==> src/rtl/xpba_pkg.sv <==
// shared types and constants for the xor pir block accumulator
// no dependencies; used by every rtl file of the block
`default_nettype none

package xpba_pkg;

    localparam int BLOCK_WORDS_DEFAULT = 256;

    localparam int WORD_W  = 64;
    localparam int IDX_W   = 8;
    localparam int BYTE_W  = 8;
    localparam int LANES   = WORD_W / BYTE_W;
    localparam int TDATA_W = WORD_W + IDX_W;
    localparam int TUSER_W = 2;

    // tuser bit positions on the input channel
    localparam int TUSER_SELECT = 0;
    localparam int TUSER_FIRST  = 1;

    // result queue
    localparam int QUEUE_DEPTH = 3;
    localparam int QUEUE_PTR_W = 2;
    localparam int QUEUE_CNT_W = 2;

    // per-cycle control for the write stage of every byte lane
    typedef struct packed {
        logic wr_en;
        logic load;
        logic select;
        logic bypass;
        logic corrupt;
    } xpba_lane_ctrl_t;

endpackage

`default_nettype wire

==> src/rtl/xpba_merge.sv <==
// merging stage: gathers lane bytes into result words and queues them for the master side
// depends on xpba_pkg
`default_nettype none

module xpba_merge (
    input  wire logic                              aclk,
    input  wire logic                              aresetn,
    input  wire logic                              push,
    input  wire logic [xpba_pkg::TDATA_W-1:0]      push_data,
    output logic      [xpba_pkg::QUEUE_CNT_W-1:0]  level,
    output logic                                   m_tvalid,
    input  wire logic                              m_tready,
    output logic      [xpba_pkg::TDATA_W-1:0]      m_tdata
);

    logic [xpba_pkg::TDATA_W-1:0]     slot_reg [xpba_pkg::QUEUE_DEPTH];
    logic [xpba_pkg::QUEUE_PTR_W-1:0] wr_ptr_reg, wr_ptr_next;
    logic [xpba_pkg::QUEUE_PTR_W-1:0] rd_ptr_reg, rd_ptr_next;
    logic [xpba_pkg::QUEUE_CNT_W-1:0] cnt_reg, cnt_next;
    logic                             pop;

    assign pop      = m_tvalid && m_tready;
    assign m_tvalid = (cnt_reg != '0);
    assign m_tdata  = slot_reg[rd_ptr_reg];
    assign level    = cnt_reg;

    always_comb begin
        wr_ptr_next = wr_ptr_reg;
        rd_ptr_next = rd_ptr_reg;
        cnt_next    = cnt_reg;
        if (push) begin
            wr_ptr_next = (wr_ptr_reg == xpba_pkg::QUEUE_PTR_W'(xpba_pkg::QUEUE_DEPTH - 1))
                        ? '0 : wr_ptr_reg + xpba_pkg::QUEUE_PTR_W'(1);
        end
        if (pop) begin
            rd_ptr_next = (rd_ptr_reg == xpba_pkg::QUEUE_PTR_W'(xpba_pkg::QUEUE_DEPTH - 1))
                        ? '0 : rd_ptr_reg + xpba_pkg::QUEUE_PTR_W'(1);
        end
        if (push && !pop) begin
            cnt_next = cnt_reg + xpba_pkg::QUEUE_CNT_W'(1);
        end else if (!push && pop) begin
            cnt_next = cnt_reg - xpba_pkg::QUEUE_CNT_W'(1);
        end
    end

    always_ff @(posedge aclk) begin
        if (!aresetn) begin
            wr_ptr_reg <= '0;
            rd_ptr_reg <= '0;
            cnt_reg    <= '0;
        end else begin
            wr_ptr_reg <= wr_ptr_next;
            rd_ptr_reg <= rd_ptr_next;
            cnt_reg    <= cnt_next;
        end
    end

    always_ff @(posedge aclk) begin
        if (push) begin
            slot_reg[wr_ptr_reg] <= push_data;
        end
    end

endmodule

`default_nettype wire

==> config.mk <==
export PLATFORM = sky130hd
export DESIGN_NAME = xpba_merge
export DESIGN_NICKNAME = d
export VERILOG_FILES = /design/src/rtl/xpba_pkg.sv /design/src/rtl/xpba_merge.sv
export SDC_FILE = /design/constraint.sdc
export NUM_CORES = 1
export LEC_CHECK = 0
export BUFFER_PORTS_ARGS = -buffer_cell sky130_fd_sc_hd__clkbuf_2
export CAP_MARGIN = 20
export CORE_UTILIZATION = 45
export CTS_CLUSTER_SIZE = 16
export DETAILED_ROUTE_END_ITERATION = 8
export GPL_TIMING_DRIVEN = 0
export PLACE_DENSITY = 0.8
export SLEW_MARGIN = 15
export SYNTH_ARGS = -nofsm -noshare
export SYNTH_HDL_FRONTEND = slang
export SYNTH_SLANG_ARGS = --single-unit
==> constraint.sdc <==
create_clock -name aclk -period 6.7 [get_ports aclk]
set_input_delay 0.335 -clock aclk [delete_from_list [all_inputs] [get_ports aclk]]
set_output_delay 0.335 -clock aclk [all_outputs]
set_load 0.1 [all_outputs]
After elaboration in Yosys (flattened, before gate mapping)
Memories as Yosys holds them, arrays and structs flattened. A register that Yosys moved wholly into a read port is not among the register bits. Index checks and enable logic that the tools add are counted.

Add/sub/neg operators: 4. Equal/unequal tests: 2. Muxes and demuxes: 8. Reductions and logical operators: 7.

Operator list (number): $mux W2 (6); $add A2 B1 Y2 const B (3); $eq A2 B2 Y1 const B (2); $reduce_bool A2 Y1 (2); $logic_and A1 B1 Y1 (3); $logic_not A1 Y1 (2); $mux W1 (2); $sub A2 B1 Y2 const B (1).

Register bits after elaboration: 6. Memory bits (writable): 216. Input port bits: 76. Output and inout port bits: 75. Word-level logic and storage cells: 25. Memories: 1.

Memories: slot_reg (words 3, width 72, rd ports 1, clocked after Yosys merged registers in 1, wr ports 1, line xpba_merge.sv:16) `logic [xpba_pkg::TDATA_W-1:0] slot_reg [xpba_pkg::QUEUE_DEPTH];`.

Longest topological paths before layout
Gate-level depths: netlist (run 1).

Depth in word-level cells: 5. Gate-level depth with buffers: 5. Depth with buffers taken out: 5.

Least setup slack after synthesis (run 1)
OpenSTA, ideal clock, no wires.

Path type: register to register. Start: register wr_ptr_reg[1] (netlist name). End: memory slot_reg[0][0] (netlist name), enable pin. Setup time: 0.607 ns. Data arrival time: 5.621 ns. Setup slack: 0.472 ns. Stages on the path, launching flop included: 2. Buffers on the path: 0. Clock period less this slack: 6.228 ns. Path through: dfxtp_1 > nor3b_1.

RTL lines: start: declaration (line xpba_merge.sv:17) `logic [xpba_pkg::QUEUE_PTR_W-1:0] wr_ptr_reg, wr_ptr_next;`; start signal: assignment (line xpba_merge.sv:52) `wr_ptr_reg <= wr_ptr_next;`; end: declaration (line xpba_merge.sv:16).

No word-level cell before the write port.

==> flow_metrics.py, run 1 <==
metrics = {
    "routing": {
        "first_iter_violations": 378,
        "wire_per_inst_um": 17.44,
        "postRouteAntennaNets": 0,
        "via_per_inst": 5.100,
        "drc": 0,
        "wirelength_um": 16010,
        "via_count": 4682,
        "firstDrtPassIters": 5,
    },
    "critical_path": {
        "max_stage_delay_ns": 0.48,
        "r2r_slack_ns": 4.52,
        "critPathLaunchType": "flop",
        "path_cells": "buf_4, buf_6, clkbuf_1, nand2_1, o21ai_1, clkbuf_2",
        "critPathKind": "reg -> out",
        "cp_data_required_time_ns": 6.36,
        "worstPathMaxFanout": 10,
        "cp.arrival_ns": 2.36,
        "slowest_stage": "clkbuf_2",
        "worstSetupEndpointType": "output pin",
    },
    "run_status": {
        "status": "finished clean",
    },
    "final_layout": {
        "nFillCells": 1385,
        "largest_reg_flops": 216,
        "multi_input_area_um2": 1529,
        "layout.cells.non_filler": 918,
        "utilization_pct": 56.94,
        "syn_to_final_growth_pct": 23.89,
        "drive_gt1_share_pct": 29.75,
        "seq_area_um2": 6646,
        "antenna_cells": 0,
        "layout.nets": 753,
    },
    "clock_network": {
        "postCtsSetupBuffers": 0,
        "htreeDepth": 1,
        "cts_buffer_depth": 3,
        "path_clk_slew_ns": 0.06,
        "cts_buffers": 23,
        "cts_tree": "built",
        "postCtsResizedCells": 0,
        "cts_sinks": 224,
        "ctsHoldBuffers": 0,
        "cts-root-buf": "clkbuf_16",
        "clk-insertion-delay-late_ns": 0.50,
    },
    "global_routing": {
        "groute.usage.overall_pct": 16.62,
        "grt_pass1_wl_um": 23810,
        "grt_pass1_vias": 4649,
        "grt_remaining_overflow": 0,
        "antenna_found_initial": 0,
        "grt_start_max_net_pins": 28,
    },
    "hold_path": {
        "hp-class": "in -> reg",
    },
    "logic_synthesis": {
        "synthCells": 488,
        "ys_types": 23,
        "syn_area_um2": 8284,
        "ys_warn_count": 0,
        "mappedNetlistNets": 565,
        "synth_seq_cells": 224,
        "syn_area_per_cell_um2": 16.98,
        "synth-seq-area-share_pct": 80.23,
    },
    "floorplanning": {
        "core_area_um2": 18020,
        "fp.dieW_um": 137.7,
        "fp-row-count": 49,
        "die_area_um2": 18960,
        "die_height_um": 137.7,
        "ios": 151,
        "start_util_pct": 45.96,
    },
    "timing": {
        "rsz0062_at_grt": "false",
        "worst_slack_ns": 4.003,
        "slew_viol_final": 0,
        "setup-violations-final": 0,
        "maxSlewHeadroom_pct": 44.51,
        "period_needed_ns": 2.697,
        "min_period_over_period_pct": 40.25,
        "worst_pin_slew_ns": 0.8288,
        "hold_viol": 0,
        "clock.fmax_mhz": 370.8,
        "skew_ns": 0.01354,
        "fin_tns_setup_ns": 0,
    },
    "pwr": {
        "sequentialPowerShare_pct": 36.7,
        "swShare_pct": 41.12,
        "p_switching_mw": 1.834,
        "leakage_nw": 3.589,
        "power_frac_clock_pct": 27.3,
        "ir_worst_vdd_v": 0.0003593,
        "internal-power_mw": 2.626,
        "power_mw": 4.460,
        "comb_power_share_pct": 36.0,
        "p_per_area_nw_per_um2": 434.5,
    },
    "placement": {
        "dp.cells": 880,
        "place_hpwl_um": 10880,
        "dp_slack_ns": 4.373,
        "numPortBuffers": 150,
        "gp_congestion": 0.7104,
    },
    "job": {
        "max-cap-violations": 0,
    },
}
power groups by stage:
stage          clock network, mW  logic, mW  registers, mW
2_1_floorplan                  0       1.31           1.71
6_report                    1.22       1.61           1.64
3_3_place_gp                   0       1.58           1.67
3_5_place_dp                   0       1.61           1.67
4_1_cts                     1.24       1.62           1.64
5_1_grt                     1.30       1.67           1.64
cells in the mapped netlist:
cell      instances  share of area (%)
a21boi_1          3               0.27
xor2_1            1               0.11
or3b_1            1               0.11
or2_1             1              0.076
xnor2_1           1               0.11
buf_2             1              0.060
o21ai_2           1               0.11
and2_1            1              0.076
nand2_1          76                3.4
mux2i_1          72                8.7
buf_4             8               0.72
nor2_1            2              0.091
nor3b_1           1              0.091
ha_1              1               0.15
o21ai_1          72                4.3
o21ai_0           1              0.060
o21a_1            2               0.18
buf_6             1               0.14
or3_1             2               0.15
dfxtp_1           8                1.9
clkbuf_1         14               0.63
edfxtp_1        216                 78
nor2b_1           2               0.15
final cells by class:
cell class	instances	share of cell area, %
Clock buffer	27	5.754
Tap cell	229	2.792
Timing Repair Buffer	163	9.326
Sequential cell	224	64.76
Multi-Input combinational cell	240	14.90
Buffer	24	1.256
Clock inverter	11	1.219
final timing paths:
| kind | startpoint | to | cells past startpoint |
|---|---|---|---|
| worst min-delay path | push_data[55] | slot_reg[1][55] | 1 |
| worst max-delay path | flop | m_tdata[23] | 6 |
| worst max register to register | wr_ptr_reg[1] | slot_reg[0][66] | 4 |
| worst min register to register | rd_ptr_reg[1] | rd_ptr_reg[1] | 2 |
worst max-delay path, delay by kind of cell (launching register included):
| family | cells | cell delay (ns) |
|---|---|---|
| AO/OA/AOI/OAI | 1 | 0.13 |
| AND/OR/NAND/NOR | 1 | 0.12 |
| buffers and inverters | 4 | 1.30 |
| flip-flops | 1 | 0.31 |
layout by cell type (no fill, tap or decap), types with 3 or more instances in the layout:
cell | Yosys | final
a21boi_1 | 3 | 3
buf_16 | 0 | 4
buf_4 | 8 | 14
bufinv_16 | 0 | 3
clkbuf_1 | 14 | 18
clkbuf_16 | 0 | 23
clkbuf_2 | 0 | 150
clkinv_1 | 0 | 6
dfxtp_1 | 8 | 8
edfxtp_1 | 216 | 216
mux2i_1 | 72 | 72
nand2_1 | 76 | 76
o21ai_1 | 72 | 72
per-layer routing:
| metal | vias to the layer above | part of all wire (%) | wire length, um | GRT usage [%] |
|---|---|---|---|---|
| met2 | 149 | 52 | 8290 | 29.03 |
| met3 | 24 | 6.9 | 1105 | 3.532 |
| met5 | - | 0 | 0 | 0 |
| li1 | 2224 | - | - | - |
| met1 | 2285 | 40 | 6333 | 20.46 |
| met4 | 0 | 1.7 | 279 | 5.433 |
cells by family (layout without fill, tap and decap cells):
logic type      after synthesis  after routing  share of synthesized area (%)
xor+xnor                      2              2                         0.2115
flops                       224            224                          80.23
simple gates                 86             86                          4.184
buf+inv                      24            225                          1.556
fa+ha+maj                     1              1                         0.1510
compound gates               79             79                          4.969
mux                          72             72                          8.700
through the flow:
step	hold slack, ns	instance area (um2)
3_3_place_gp	0.4641	9321
2_1_floorplan	0.4339	8284
5_1_grt	0.02570	10260
3_5_place_dp	0.4921	9548
4_1_cts	0.02377	10260
6_report	0.04373	10260
(Power assumes the default switching activity.)
==> run 2: changes to the inputs <==
--- a/config.mk
+++ b/config.mk
@@ -11,7 +11,7 @@
 export CTS_CLUSTER_SIZE = 16
 export DETAILED_ROUTE_END_ITERATION = 8
 export GPL_TIMING_DRIVEN = 0
-export PLACE_DENSITY = 0.8
+export PLACE_DENSITY = 0.78
 export SLEW_MARGIN = 15
 export SYNTH_ARGS = -nofsm -noshare
 export SYNTH_HDL_FRONTEND = slang
==> constraint.sdc (replaced) <==
create_clock -name aclk -period 2.7 [get_ports aclk]
set_input_delay 0.135 -clock aclk [delete_from_list [all_inputs] [get_ports aclk]]
set_output_delay 0.135 -clock aclk [all_outputs]
set_load 0.1 [all_outputs]
==> flow_metrics.py, run 2 (synthesized netlist as in run 1, its figures left out) <==
metrics = {
    "placement": {
        "gp_congestion": 0.7098,
        "place_hpwl_um": 10970,
        "numPortBuffers": 150,
    },
    "pwr": {
        "comb_power_share_pct": 36.8,
        "p_per_area_nw_per_um2": 1013,
        "internal-power_mw": 6.496,
        "power_frac_clock_pct": 26.6,
        "leakage_nw": 3.882,
        "p_switching_mw": 4.620,
        "sequentialPowerShare_pct": 36.5,
        "swShare_pct": 41.56,
        "ir_worst_vdd_v": 0.0009686,
    },
    "clock_network": {
        "postCtsResizedCells": 0,
        "clk-insertion-delay-late_ns": 0.49,
        "cts_sinks": 224,
        "path_clk_slew_ns": 0.05,
        "cts_tree": "built",
        "htreeDepth": 1,
        "cts_buffer_depth": 3,
        "postCtsSetupBuffers": 0,
        "cts-root-buf": "clkbuf_16",
        "cts_buffers": 23,
    },
    "global_routing": {
        "grt_remaining_overflow": 0,
        "antenna_found_initial": 0,
        "grt_pass1_wl_um": 26420,
        "grt_pass1_vias": 5180,
        "groute.usage.overall_pct": 18.55,
        "busiest_layer": "met2",
        "globalRouteMet2Util_pct": 34.09,
        "met1_usage_pct": 21.85,
        "grt_start_max_net_pins": 28,
        "met3_usage_pct": 3.348,
    },
    "final_layout": {
        "drive_gt1_share_pct": 26.81,
        "syn_to_final_growth_pct": 32.52,
        "largest_reg_flops": 216,
        "layout.nets": 825,
        "most-common-layout-cells": "edfxtp_1 (216), clkbuf_2 (150), nand2_1 (76), dlygate4sd3_1 (74)",
        "antenna_cells": 0,
        "nFillCells": 1355,
        "final_common_cell": "edfxtp_1",
    },
    "timing": {
        "hold_slack_ns": 0.03567,
        "setup-violations-final": 0,
        "period_needed_ns": 2.497,
        "maxSlewHeadroom_pct": 48.64,
        "worst_pin_slew_ns": 0.7685,
        "clock.fmax_mhz": 400.5,
        "hold_viol": 0,
        "fin_tns_setup_ns": 0,
        "skew_ns": 0.004822,
        "slew_viol_final": 0,
        "min_period_over_period_pct": 92.47,
        "rsz0062_at_grt": "false",
    },
    "routing": {
        "firstDrtPassIters": 5,
        "wirelength_um": 17710,
        "via_per_inst": 5.066,
        "postRouteAntennaNets": 0,
        "via_count": 5015,
        "first_iter_violations": 236,
        "wire_per_inst_um": 17.89,
        "drc": 0,
    },
    "critical_path": {
        "r2r_slack_ns": 0.88,
        "crit_buf_inv": 4,
        "cp.arrival_ns": 2.36,
        "slowest_stage": "clkbuf_2",
        "r2r-start": "wr_ptr_reg[1]",
        "max_stage_delay_ns": 0.49,
        "critPathKind": "reg -> out",
        "worstSetupEndpointType": "output pin",
        "cp_data_required_time_ns": 2.57,
        "cp_top_family": "buffers and inverters",
        "worstPathMaxFanout": 10,
        "critPathLaunchType": "flop",
        "path_cells": "buf_4, buf_6, clkbuf_1, nand2_1, o21ai_1, clkbuf_2",
    },
    "job": {
        "max-cap-violations": 0,
    },
    "floorplanning": {
        "start_util_pct": 45.96,
        "fp.dieW_um": 137.7,
        "core_area_um2": 18020,
        "fp-row-count": 49,
        "die_height_um": 137.7,
        "ios": 151,
        "die_area_um2": 18960,
    },
    "hold_path": {
        "hp-start": "push",
        "hp-class": "in -> reg",
    },
    "run_status": {
        "status": "finished clean",
    },
}
## run 2: what timing repair did
item	CTS	global route
hold buffers	74	0
hold endpoints to repair	224	0
setup endpoints to repair	0	0
## run 2: per-stage QoR
step | setup WS, ns | instance area, um2 | util, % | std cells | total power, mW
2_1_floorplan | -0.09279 | 8300 | - | 488 | 7.492
3_3_place_gp | -1.254 | 9338 | 51.80 | 867 | 8.078
3_5_place_dp | 0.6919 | 9545 | 52.96 | 878 | 8.159
4_1_cts | 0.1558 | 10980 | 60.91 | 990 | 11.19
5_1_grt | 0.009637 | 10980 | 60.91 | 990 | 11.49
6_report | 0.2034 | 10980 | 60.91 | 990 | 11.12
## run 2: routing by layer
metal	wire length [um]	vias to the layer above	part of all wire, %
li1	-	2369	-
met1	7189	2463	41
met2	9277	157	52
met3	952	26	5.4
met4	293	0	1.7
met5	0	-	0
## run 2: worst reg2reg max path: cells and delay by family, from the launching register on
family / cells / cell delay (ns)
buf+inv: 3 / 0.60
flops: 1 / 0.37
simple gates: 1 / 0.56
## run 2: worst paths after layout
kind | end | depth (start not counted)
max | m_tdata[40] | 6
min | wr_ptr_reg[1] | 3
max reg2reg | slot_reg[0][61] | 4
min reg2reg | flop | 2
## run 2: power by group through the flow
stage	logic [mW]	registers (mW)	clock network, mW
2_1_floorplan	3.26	4.23	0
3_3_place_gp	3.94	4.14	0
3_5_place_dp	4.02	4.14	0
4_1_cts	4.12	4.06	3.01
5_1_grt	4.25	4.07	3.16
6_report	4.09	4.06	2.96
## run 2: area by class of cell
| type | instances | area, um2 | area share [%] |
|---|---|---|---|
| sequential | 224 | 6646 | 60.54 |
| timing repair buffer | 235 | 1689 | 15.39 |
| multi-input combinational | 240 | 1535 | 13.98 |
| clock buffer | 27 | 590.6 | 5.380 |
| tap | 229 | 286.5 | 2.610 |
| buffer | 24 | 128.9 | 1.174 |
| clock inverter | 11 | 101.3 | 0.9232 |
